$ cat src/design/assert_macros.svh
// assertion helpers, empty when synthesizing
`ifndef ASSERT_MACROS_SVH
`define ASSERT_MACROS_SVH

`ifndef SYNTHESIS

// property that must hold on every clock edge out of reset
`define ASSERT_ALWAYS(lbl, clk, rst_n, prop, msg) \
  lbl: assert property (@(posedge clk) disable iff (!rst_n) (prop)) else $error(msg);

// implication checked on every clock edge out of reset
`define ASSERT_IMPLY(lbl, clk, rst_n, ante, cons, msg) \
  lbl: assert property (@(posedge clk) disable iff (!rst_n) (ante) |-> (cons)) else $error(msg);

// implication whose consequent is checked in the cycle after the antecedent
`define ASSERT_NEXT(lbl, clk, rst_n, ante, cons, msg) \
  lbl: assert property (@(posedge clk) disable iff (!rst_n) (ante) |=> (cons)) else $error(msg);

`else

`define ASSERT_ALWAYS(lbl, clk, rst_n, prop, msg)
`define ASSERT_IMPLY(lbl, clk, rst_n, ante, cons, msg)
`define ASSERT_NEXT(lbl, clk, rst_n, ante, cons, msg)

`endif

`endif

$ cat src/design/uart8n1_pkg.sv
`default_nettype none

package uart8n1_pkg;

  // request codes carried in the kind field
  localparam logic [1:0] KindTick = 2'd0;
  localparam logic [1:0] KindSend = 2'd1;
  localparam logic [1:0] KindRecv = 2'd2;

  // configuration register indexes
  localparam int unsigned CfgIdxW = 2;
  localparam logic [CfgIdxW-1:0] CfgCyclesPerBit = 2'd0;
  localparam logic [CfgIdxW-1:0] CfgRxTimeout    = 2'd1;
  localparam int unsigned CfgDataW = 32;

  // register reset values
  localparam logic [15:0] CyclesPerBitRst = 16'd6076;
  localparam logic [31:0] RxTimeoutRst    = 32'd700000;

  // start, eight data bits, stop
  localparam logic [3:0] FrameBits = 4'd10;
  localparam logic [3:0] DataBits  = 4'd8;

  // receiver phases
  typedef enum logic [3:0] {
    RxIdle = 4'b0001,
    RxWait = 4'b0010,
    RxData = 4'b0100,
    RxStop = 4'b1000
  } rx_phase_e;

  typedef struct packed {
    logic [1:0] kind;
    logic [7:0] tx_byte;
    logic       rx_line;
  } in_beat_t;

  typedef struct packed {
    logic       tx_line;
    logic       tx_busy;
    logic       rx_busy;
    logic       rx_done;
    logic [7:0] rx_byte;
    logic       rx_timeout;
  } out_beat_t;

  typedef struct packed {
    logic [15:0] cycles_per_bit;
    logic [31:0] rx_timeout_cycles;
  } cfg_t;

  typedef struct packed {
    logic line;
    logic busy;
  } tx_res_t;

  typedef struct packed {
    logic       busy;
    logic       done;
    logic [7:0] rx_byte;
    logic       timeout;
  } rx_res_t;

endpackage

`default_nettype wire

$ cat src/design/uart8n1_tx.sv
`default_nettype none

module uart8n1_tx (
  input  wire logic                   clk_i,
  input  wire logic                   rst_ni,
  input  wire logic                   step_i,
  input  wire logic [1:0]             kind_i,
  input  wire logic [7:0]             tx_byte_i,
  input  wire logic [15:0]            cycles_per_bit_i,
  output uart8n1_pkg::tx_res_t        res_o
);

  logic [8:0]  shift_q, shift_d, shift_cur;
  logic [3:0]  bits_q, bits_d, bits_cur;
  logic [15:0] tick_q, tick_d, tick_cur, tick_inc;
  logic        load;

  // frame load, line level and bit timing for one tick
  always_comb begin
    load      = (kind_i == uart8n1_pkg::KindSend) && (bits_q == 4'd0);
    shift_cur = load ? {1'b1, tx_byte_i} : shift_q;
    bits_cur  = load ? uart8n1_pkg::FrameBits : bits_q;
    tick_cur  = load ? 16'd0 : tick_q;
    tick_inc  = tick_cur + 16'd1;
    shift_d   = shift_cur;
    bits_d    = bits_cur;
    tick_d    = tick_cur;
    res_o     = '0;
    if (bits_cur == 4'd0) begin
      res_o.line = 1'b1;
      res_o.busy = 1'b0;
    end else begin
      res_o.line = (bits_cur == uart8n1_pkg::FrameBits) ? 1'b0 : shift_cur[0];
      res_o.busy = 1'b1;
      tick_d     = tick_inc;
      if (tick_inc >= cycles_per_bit_i) begin
        tick_d = 16'd0;
        if (bits_cur < uart8n1_pkg::FrameBits) begin
          shift_d = {1'b1, shift_cur[8:1]};
        end
        bits_d = bits_cur - 4'd1;
      end
    end
  end

  // state advances once per processed beat
  always_ff @(posedge clk_i or negedge rst_ni) begin
    if (!rst_ni) begin
      shift_q <= '1;
      bits_q  <= '0;
      tick_q  <= '0;
    end else if (step_i) begin
      shift_q <= shift_d;
      bits_q  <= bits_d;
      tick_q  <= tick_d;
    end
  end

endmodule

`default_nettype wire

$ cat src/design/uart8n1_rx.sv
`default_nettype none

module uart8n1_rx (
  input  wire logic                   clk_i,
  input  wire logic                   rst_ni,
  input  wire logic                   step_i,
  input  wire logic [1:0]             kind_i,
  input  wire logic                   rx_line_i,
  input  wire uart8n1_pkg::cfg_t      cfg_i,
  output uart8n1_pkg::rx_res_t        res_o
);

  uart8n1_pkg::rx_phase_e phase_q, phase_d, phase_cur;
  logic [15:0] tick_q, tick_d, tick_inc, limit;
  logic [3:0]  bit_q, bit_d;
  logic [7:0]  shift_q, shift_d, shift_nx;
  logic [31:0] wait_q, wait_d, wait_cur;
  logic        done, tout;

  // start-bit wait with timeout, mid-bit sampling and stop-bit hold
  always_comb begin
    tick_inc = tick_q + 16'd1;
    limit    = (bit_q == 4'd0) ? {1'b0, cfg_i.cycles_per_bit[15:1]} : cfg_i.cycles_per_bit;
    shift_nx = {rx_line_i, shift_q[7:1]};
    if ((kind_i == uart8n1_pkg::KindRecv) && (phase_q == uart8n1_pkg::RxIdle)) begin
      phase_cur = uart8n1_pkg::RxWait;
      wait_cur  = 32'd0;
    end else begin
      phase_cur = phase_q;
      wait_cur  = wait_q;
    end
    phase_d = phase_cur;
    tick_d  = tick_q;
    bit_d   = bit_q;
    shift_d = shift_q;
    wait_d  = wait_cur;
    done    = 1'b0;
    tout    = 1'b0;
    case (phase_cur)
      uart8n1_pkg::RxIdle: begin
      end
      uart8n1_pkg::RxWait: begin
        if (!rx_line_i) begin
          phase_d = uart8n1_pkg::RxData;
          tick_d  = 16'd0;
          bit_d   = 4'd0;
        end else if (wait_cur >= cfg_i.rx_timeout_cycles) begin
          phase_d = uart8n1_pkg::RxIdle;
          tout    = 1'b1;
        end else begin
          wait_d = wait_cur + 32'd1;
        end
      end
      uart8n1_pkg::RxData: begin
        tick_d = tick_inc;
        if (tick_inc >= limit) begin
          tick_d = 16'd0;
          if (bit_q == 4'd0) begin
            bit_d = 4'd1;
          end else begin
            shift_d = shift_nx;
            if (bit_q >= uart8n1_pkg::DataBits) begin
              done    = 1'b1;
              bit_d   = 4'd0;
              phase_d = uart8n1_pkg::RxStop;
            end else begin
              bit_d = bit_q + 4'd1;
            end
          end
        end
      end
      uart8n1_pkg::RxStop: begin
        tick_d = tick_inc;
        if (tick_inc >= cfg_i.cycles_per_bit) begin
          tick_d  = 16'd0;
          phase_d = uart8n1_pkg::RxIdle;
        end
      end
      default: begin
        phase_d = uart8n1_pkg::RxIdle;
      end
    endcase
    res_o.busy    = (phase_d != uart8n1_pkg::RxIdle);
    res_o.done    = done;
    res_o.rx_byte = done ? shift_nx : 8'd0;
    res_o.timeout = tout;
  end

  // state advances once per processed beat
  always_ff @(posedge clk_i or negedge rst_ni) begin
    if (!rst_ni) begin
      phase_q <= uart8n1_pkg::RxIdle;
      tick_q  <= '0;
      bit_q   <= '0;
      shift_q <= '0;
      wait_q  <= '0;
    end else if (step_i) begin
      phase_q <= phase_d;
      tick_q  <= tick_d;
      bit_q   <= bit_d;
      shift_q <= shift_d;
      wait_q  <= wait_d;
    end
  end

endmodule

`default_nettype wire

$ cat src/design/uart_tx_rx_8n1_top.sv
// channel | direction | handshake            | payload
// in      | input     | in_valid_i/in_ready_o | in_data_i   (kind, tx_byte, rx_line)
// out     | output    | out_valid_o/out_ready_i | out_data_o (tx/rx status, rx_byte)
// cfg     | input     | cfg_valid_i/cfg_ready_o | cfg_index_i, cfg_data_i
//
// one beat in, one beat out; a beat is held in the input register and its result is
// registered in the output register when the beat is processed
// sustained rate is one beat per cycle while the output is not stalled
// a stalled output holds the result; the input register still takes one more beat
// reset loads the register defaults and an idle transmitter and receiver
// config writes are always ready and take effect on the next edge
`default_nettype none
`include "assert_macros.svh"

module uart_tx_rx_8n1_top (
  input  wire logic                                 clk_i,
  input  wire logic                                 rst_ni,
  input  wire logic                                 in_valid_i,
  output logic                                      in_ready_o,
  input  wire uart8n1_pkg::in_beat_t                in_data_i,
  output logic                                      out_valid_o,
  input  wire logic                                 out_ready_i,
  output uart8n1_pkg::out_beat_t                    out_data_o,
  input  wire logic                                 cfg_valid_i,
  output logic                                      cfg_ready_o,
  input  wire logic [uart8n1_pkg::CfgIdxW-1:0]      cfg_index_i,
  input  wire logic [uart8n1_pkg::CfgDataW-1:0]     cfg_data_i
);

  uart8n1_pkg::in_beat_t  in_q;
  uart8n1_pkg::out_beat_t out_q, out_d;
  uart8n1_pkg::cfg_t      cfg_q;
  uart8n1_pkg::tx_res_t   tx_res;
  uart8n1_pkg::rx_res_t   rx_res;
  logic                   in_vld_q, out_vld_q, step;
  logic                   chk_done, chk_tout, chk_idle;

  // beat is processed when the result register is free or draining
  assign step        = in_vld_q && (!out_vld_q || out_ready_i);
  assign in_ready_o  = !in_vld_q || step;
  assign cfg_ready_o = 1'b1;
  assign out_valid_o = out_vld_q;
  assign out_data_o  = out_q;

  // configuration registers
  always_ff @(posedge clk_i or negedge rst_ni) begin
    if (!rst_ni) begin
      cfg_q.cycles_per_bit    <= uart8n1_pkg::CyclesPerBitRst;
      cfg_q.rx_timeout_cycles <= uart8n1_pkg::RxTimeoutRst;
    end else if (cfg_valid_i) begin
      case (cfg_index_i)
        uart8n1_pkg::CfgCyclesPerBit: cfg_q.cycles_per_bit <= cfg_data_i[15:0];
        uart8n1_pkg::CfgRxTimeout:    cfg_q.rx_timeout_cycles <= cfg_data_i;
        default: begin
        end
      endcase
    end
  end

  // input register
  always_ff @(posedge clk_i or negedge rst_ni) begin
    if (!rst_ni) begin
      in_vld_q <= 1'b0;
    end else if (in_valid_i && in_ready_o) begin
      in_vld_q <= 1'b1;
    end else if (step) begin
      in_vld_q <= 1'b0;
    end
  end

  always_ff @(posedge clk_i) begin
    if (in_valid_i && in_ready_o) begin
      in_q <= in_data_i;
    end
  end

  uart8n1_tx u_tx (
    .clk_i            (clk_i),
    .rst_ni           (rst_ni),
    .step_i           (step),
    .kind_i           (in_q.kind),
    .tx_byte_i        (in_q.tx_byte),
    .cycles_per_bit_i (cfg_q.cycles_per_bit),
    .res_o            (tx_res)
  );

  uart8n1_rx u_rx (
    .clk_i     (clk_i),
    .rst_ni    (rst_ni),
    .step_i    (step),
    .kind_i    (in_q.kind),
    .rx_line_i (in_q.rx_line),
    .cfg_i     (cfg_q),
    .res_o     (rx_res)
  );

  // result assembly
  always_comb begin
    out_d.tx_line    = tx_res.line;
    out_d.tx_busy    = tx_res.busy;
    out_d.rx_busy    = rx_res.busy;
    out_d.rx_done    = rx_res.done;
    out_d.rx_byte    = rx_res.rx_byte;
    out_d.rx_timeout = rx_res.timeout;
  end

  // output register
  always_ff @(posedge clk_i or negedge rst_ni) begin
    if (!rst_ni) begin
      out_vld_q <= 1'b0;
    end else if (step) begin
      out_vld_q <= 1'b1;
    end else if (out_ready_i) begin
      out_vld_q <= 1'b0;
    end
  end

  always_ff @(posedge clk_i) begin
    if (step) begin
      out_q <= out_d;
    end
  end

  // result flags seen by the checks
  assign chk_done = out_vld_q && out_q.rx_done;
  assign chk_tout = out_vld_q && out_q.rx_timeout;
  assign chk_idle = out_vld_q && !out_q.tx_busy;

  // checks
  `ASSERT_ALWAYS(a_done_tout_excl, clk_i, rst_ni, !(chk_done && chk_tout), "rx done with timeout")
  `ASSERT_IMPLY(a_done_busy, clk_i, rst_ni, chk_done, out_q.rx_busy, "done without stop hold")
  `ASSERT_IMPLY(a_tx_idle_high, clk_i, rst_ni, chk_idle, out_q.tx_line, "tx low while idle")
  `ASSERT_NEXT(a_step_out, clk_i, rst_ni, step, out_vld_q, "processed beat lost")

endmodule

`default_nettype wire
$ cat config.mk
export PLATFORM = sky130hd
export DESIGN_NAME = uart_tx_rx_8n1_top
export DESIGN_NICKNAME = d
export VERILOG_FILES = /design/src/design/uart8n1_pkg.sv /design/src/design/uart8n1_tx.sv /design/src/design/uart8n1_rx.sv /design/src/design/uart_tx_rx_8n1_top.sv
export VERILOG_INCLUDE_DIRS = /design/src /design/src/design
export SDC_FILE = /design/constraint.sdc
export NUM_CORES = 1
export LEC_CHECK = 0
export ABC_AREA = 1
export BUFFER_PORTS_ARGS = -buffer_cell sky130_fd_sc_hd__buf_4
export CAP_MARGIN = 10
export CORE_UTILIZATION = 65
export CTS_CLUSTER_SIZE = 40
export DETAILED_ROUTE_END_ITERATION = 10
export GPL_ROUTABILITY_DRIVEN = 0
export PLACE_DENSITY = 0.86
export SYNTH_ARGS = -nofsm -noshare
export SYNTH_HDL_FRONTEND = slang
export SYNTH_SLANG_ARGS = --single-unit
$ cat constraint.sdc
create_clock -name clk_i -period 6.85 [get_ports clk_i]
set_input_delay 0.3425 -clock clk_i [delete_from_list [all_inputs] [get_ports clk_i]]
set_output_delay 0.3425 -clock clk_i [all_outputs]
set_load 0.05 [all_outputs]
==> flow_summary.yaml <==
routing:
  ant_nets: 0
  drt_iter0_markers: 924
  vias: 8979
  wirelength_um: 23600
  drc: 0
  avgRoutedWirePerCell_um: 15.0
  viasPerCell: 5.68
  drt_pass1_iterations: 5
clock_network:
  cts-buffers-inserted: 17
  worstSkewPairLatency_ns: 0.43
  post-cts-setup-buffers: 0
  htreeDepth: 4
  root_buffer: "clkbuf_16"
  cts_tree: "done"
  cts.sinks: 166
  path_clk_slew_ns: 0.07
  clk_path_buf_depth: 2
timing:
  slew_violations: 0
  rsz0062_at_grt: "false"
  worstMarginPinSlew_ns: 1.09
  layout_min_cycle_time_ns: 4.66
  relSlewSlack: 0.271
  timing.final.ws_setup_ns: 2.19
  setup_viol: 0
  skew_ns: 0.0112
  timing.fmax_mhz: 214
  hold_viol: 0
  tns_ns: 0
  finalCritPeriodShare: 0.681
worst_setup_path:
  endpoint_kind: "flip-flop"
  critPathKind: "flip-flop to flip-flop"
  critical_path.startpoint: "u_tx.bits_q[3]$_DFFE_PN0P_"
  r2r_end: "u_tx.shift_q[0]$_DFFE_PN1P_"
  worst_setup_path_start_kind: "flip-flop"
  rrSetupSlack_ns: 2.19
  reg2reg_depth: 24
  arrival_ns: 5.04
  cp.required_ns: 7.22
  endpoint: "u_tx.shift_q[0]$_DFFE_PN1P_"
  r2r-start: "u_tx.bits_q[3]$_DFFE_PN0P_"
  critPathMaxFanout: 18
floorplanning:
  die_w_um: 129
  io_pins: 66
  core_area_um2: 15400
  start_util: 0.677
  dieArea_um2: 16600
  rows: 45
  die_h_um: 129
place:
  place_inst: 1547
  port_buffers: 64
  hpwl_um: 16800
  placed_cell_area_um2: 11100
  place_ws_ns: 2.41
synth:
  async_flop_share: 0.855
  synth_cell_types: 54
  ys_seq_elements: 166
  syn_area_um2: 10400
  synth-main-ff-cell: "dfrtp_1"
  syn_inst: 1301
  synth.yosys.seq_area_share: 0.413
  avgSynthCellArea_um2: 8.03
  yosys_warnings: 0
  synth_nets: 1437
  synth-edff-count: 24
power_and_ir_drop:
  total_power_w: 0.00369
  ir_drop_v: 0.000207
  p_leak_nw: 5.93
  p_per_area_nw_per_um2: 318
grt:
  antenna_found_initial: 0
  grt_max_degree: 78
  grt_pass1_vias: 8627
  overflow: 0
  grt_pass1_wl_um: 39400
  grt_use_total: 0.304
final_layout:
  drive_gt1_frac: 0.126
  layout.nets: 1492
  final_cells: 1580
  final_area_um2: 11600
  diodes: 0
  area_growth_pct: 11.2
run_status:
  outcome: "completed"
job:
  max-cap-violations: 0
worst_hold_path:
  min_path_type: "input port to flip-flop"
==> flip-flops by register name (all words and copies together) (netlist names), 4 cells and up <==
| register | flops |
|---|---|
| out_data_o | 13 |
| u_rx.wait_q | 32 |
| u_rx.shift_q | 7 |
| in_q | 11 |
| u_rx.tick_q | 16 |
| u_rx.phase_q | 4 |
| u_tx.tick_q | 16 |
| cfg_q | 48 |
| u_rx.bit_q | 4 |
| u_tx.shift_q | 9 |
| u_tx.bits_q | 4 |
==> cell usage in the layout, fill, tap and decap left out, types with 22 or more instances in the layout <==
cell,netlist,layout
nor3_1,22,22
inv_1,219,219
a21oi_1,74,74
nand3_1,61,61
edfxtp_1,24,24
nand2_1,282,282
dfstp_2,28,28
dfrtp_1,114,114
ha_1,86,86
xor2_1,30,30
nor2_1,98,98
buf_4,1,68
o21ai_0,96,96
==> worst min path at each step <==
stage / start / to / slack (ns) / cells past startpoint
2_1_floorplan: rst_ni / cfg_q[0]$_DFFE_PN0P_ / 0.05 / 0
3_3_place_gp: rst_ni / u_rx.tick_q[4]$_DFFE_PN0P_ / 0.42 / 1
3_5_place_dp: rst_ni / u_rx.tick_q[3]$_DFFE_PN0P_ / 0.41 / 1
4_1_cts: in_data_i[1] / in_q[1]$_DFFE_PP_ / 0.08 / 1
5_1_grt: in_data_i[6] / in_q[6]$_DFFE_PP_ / 0.07 / 1
6_report: in_data_i[1] / in_q[1]$_DFFE_PP_ / 0.09 / 1
==> cell families after synthesis <==
| family | after synthesis | share of synthesized area |
|---|---|---|
| DFF | 166 | 0.413 |
| adders and majority gates | 86 | 0.103 |
| other | 1 | 0.000359 |
| muxes | 8 | 0.00767 |
| buffers and inverters | 257 | 0.0964 |
| AOI/OAI and AO/OA | 215 | 0.114 |
| and+or+nand+nor | 530 | 0.234 |
| xor gates and xnor gates | 38 | 0.0319 |
==> stage by stage <==
stage	hold WS, ns	utilization
floorplan	0.0469	-
global placement	0.417	0.717
detailed placement	0.411	0.717
CTS	0.0787	0.753
global route	0.0741	0.753
finish	0.0860	0.753
==> power breakdown <==
group	leakage (nW)	internal (W)	total, W	switching, W
Combinational	3.66	0.000494	0.00143	0.000939
Sequential	2.02	0.00123	0.00136	0.000129
Clock	0.262	0.000499	0.000897	0.000398
==> synth_stat cells, types with 9 or more instances <==
library cell	n	area, µm²
o22ai_1	14	87.6
edfxtp_1	24	721
nand2_1	282	1060
nand4_1	17	106
xor2_1	30	263
clkbuf_1	23	86.3
a22o_1	9	78.8
dfrtp_1	114	2850
o21ai_0	96	480
ha_1	86	1080
nor2_2	10	62.6
nor2_1	98	368
nand3_1	61	305
dfstp_2	28	736
nor3_1	22	110
inv_1	219	822
a21oi_1	74	370
==> worst max-delay path, stage by stage (launching register included) <==
cell     delay [ns]
dfrtp_1        0.42
nor2_1         0.12
nand4_4        0.28
inv_4          0.16
nor2_4         0.17
ha_1           0.20
nand4_1        0.14
nor3_1         0.33
nand4_1        0.24
nor2_1         0.14
nand3_1        0.09
xor2_1         0.22
inv_1          0.07
ha_1           0.28
nand2_1        0.08
inv_1          0.07
nand3_1        0.09
nor3_1         0.23
nand3_1        0.11
nand3_1        0.22
nand2_1        0.14
inv_1          0.21
nand2_1        0.23
a21oi_1        0.21
a22o_1         0.16
==> timing repair <==
action / in CTS / in global routing
resized for setup: 0 / 0
hold endpoints to repair: 58 / 0
hold buffers: 1 / 0
==> routing by layer <==
metal / GRT usage / share of wire
met1: 0.384 / 0.43
met2: 0.523 / 0.50
met3: 0.0507 / 0.047
met5: 0 / 0
met4: 0.123 / 0.027
==> cell type report <==
| class | count | area (µm²) |
|---|---|---|
| sequential | 166 | 4310 |
| timing repair buffer | 70 | 532 |
| clock buffer | 20 | 437 |
| multi-input combinational | 878 | 5130 |
| fill | 1153 | 3810 |
| clock inverter | 12 | 104 |
| inverter | 223 | 840 |
| tap | 211 | 264 |
Power figures use the tool's default switching activity.
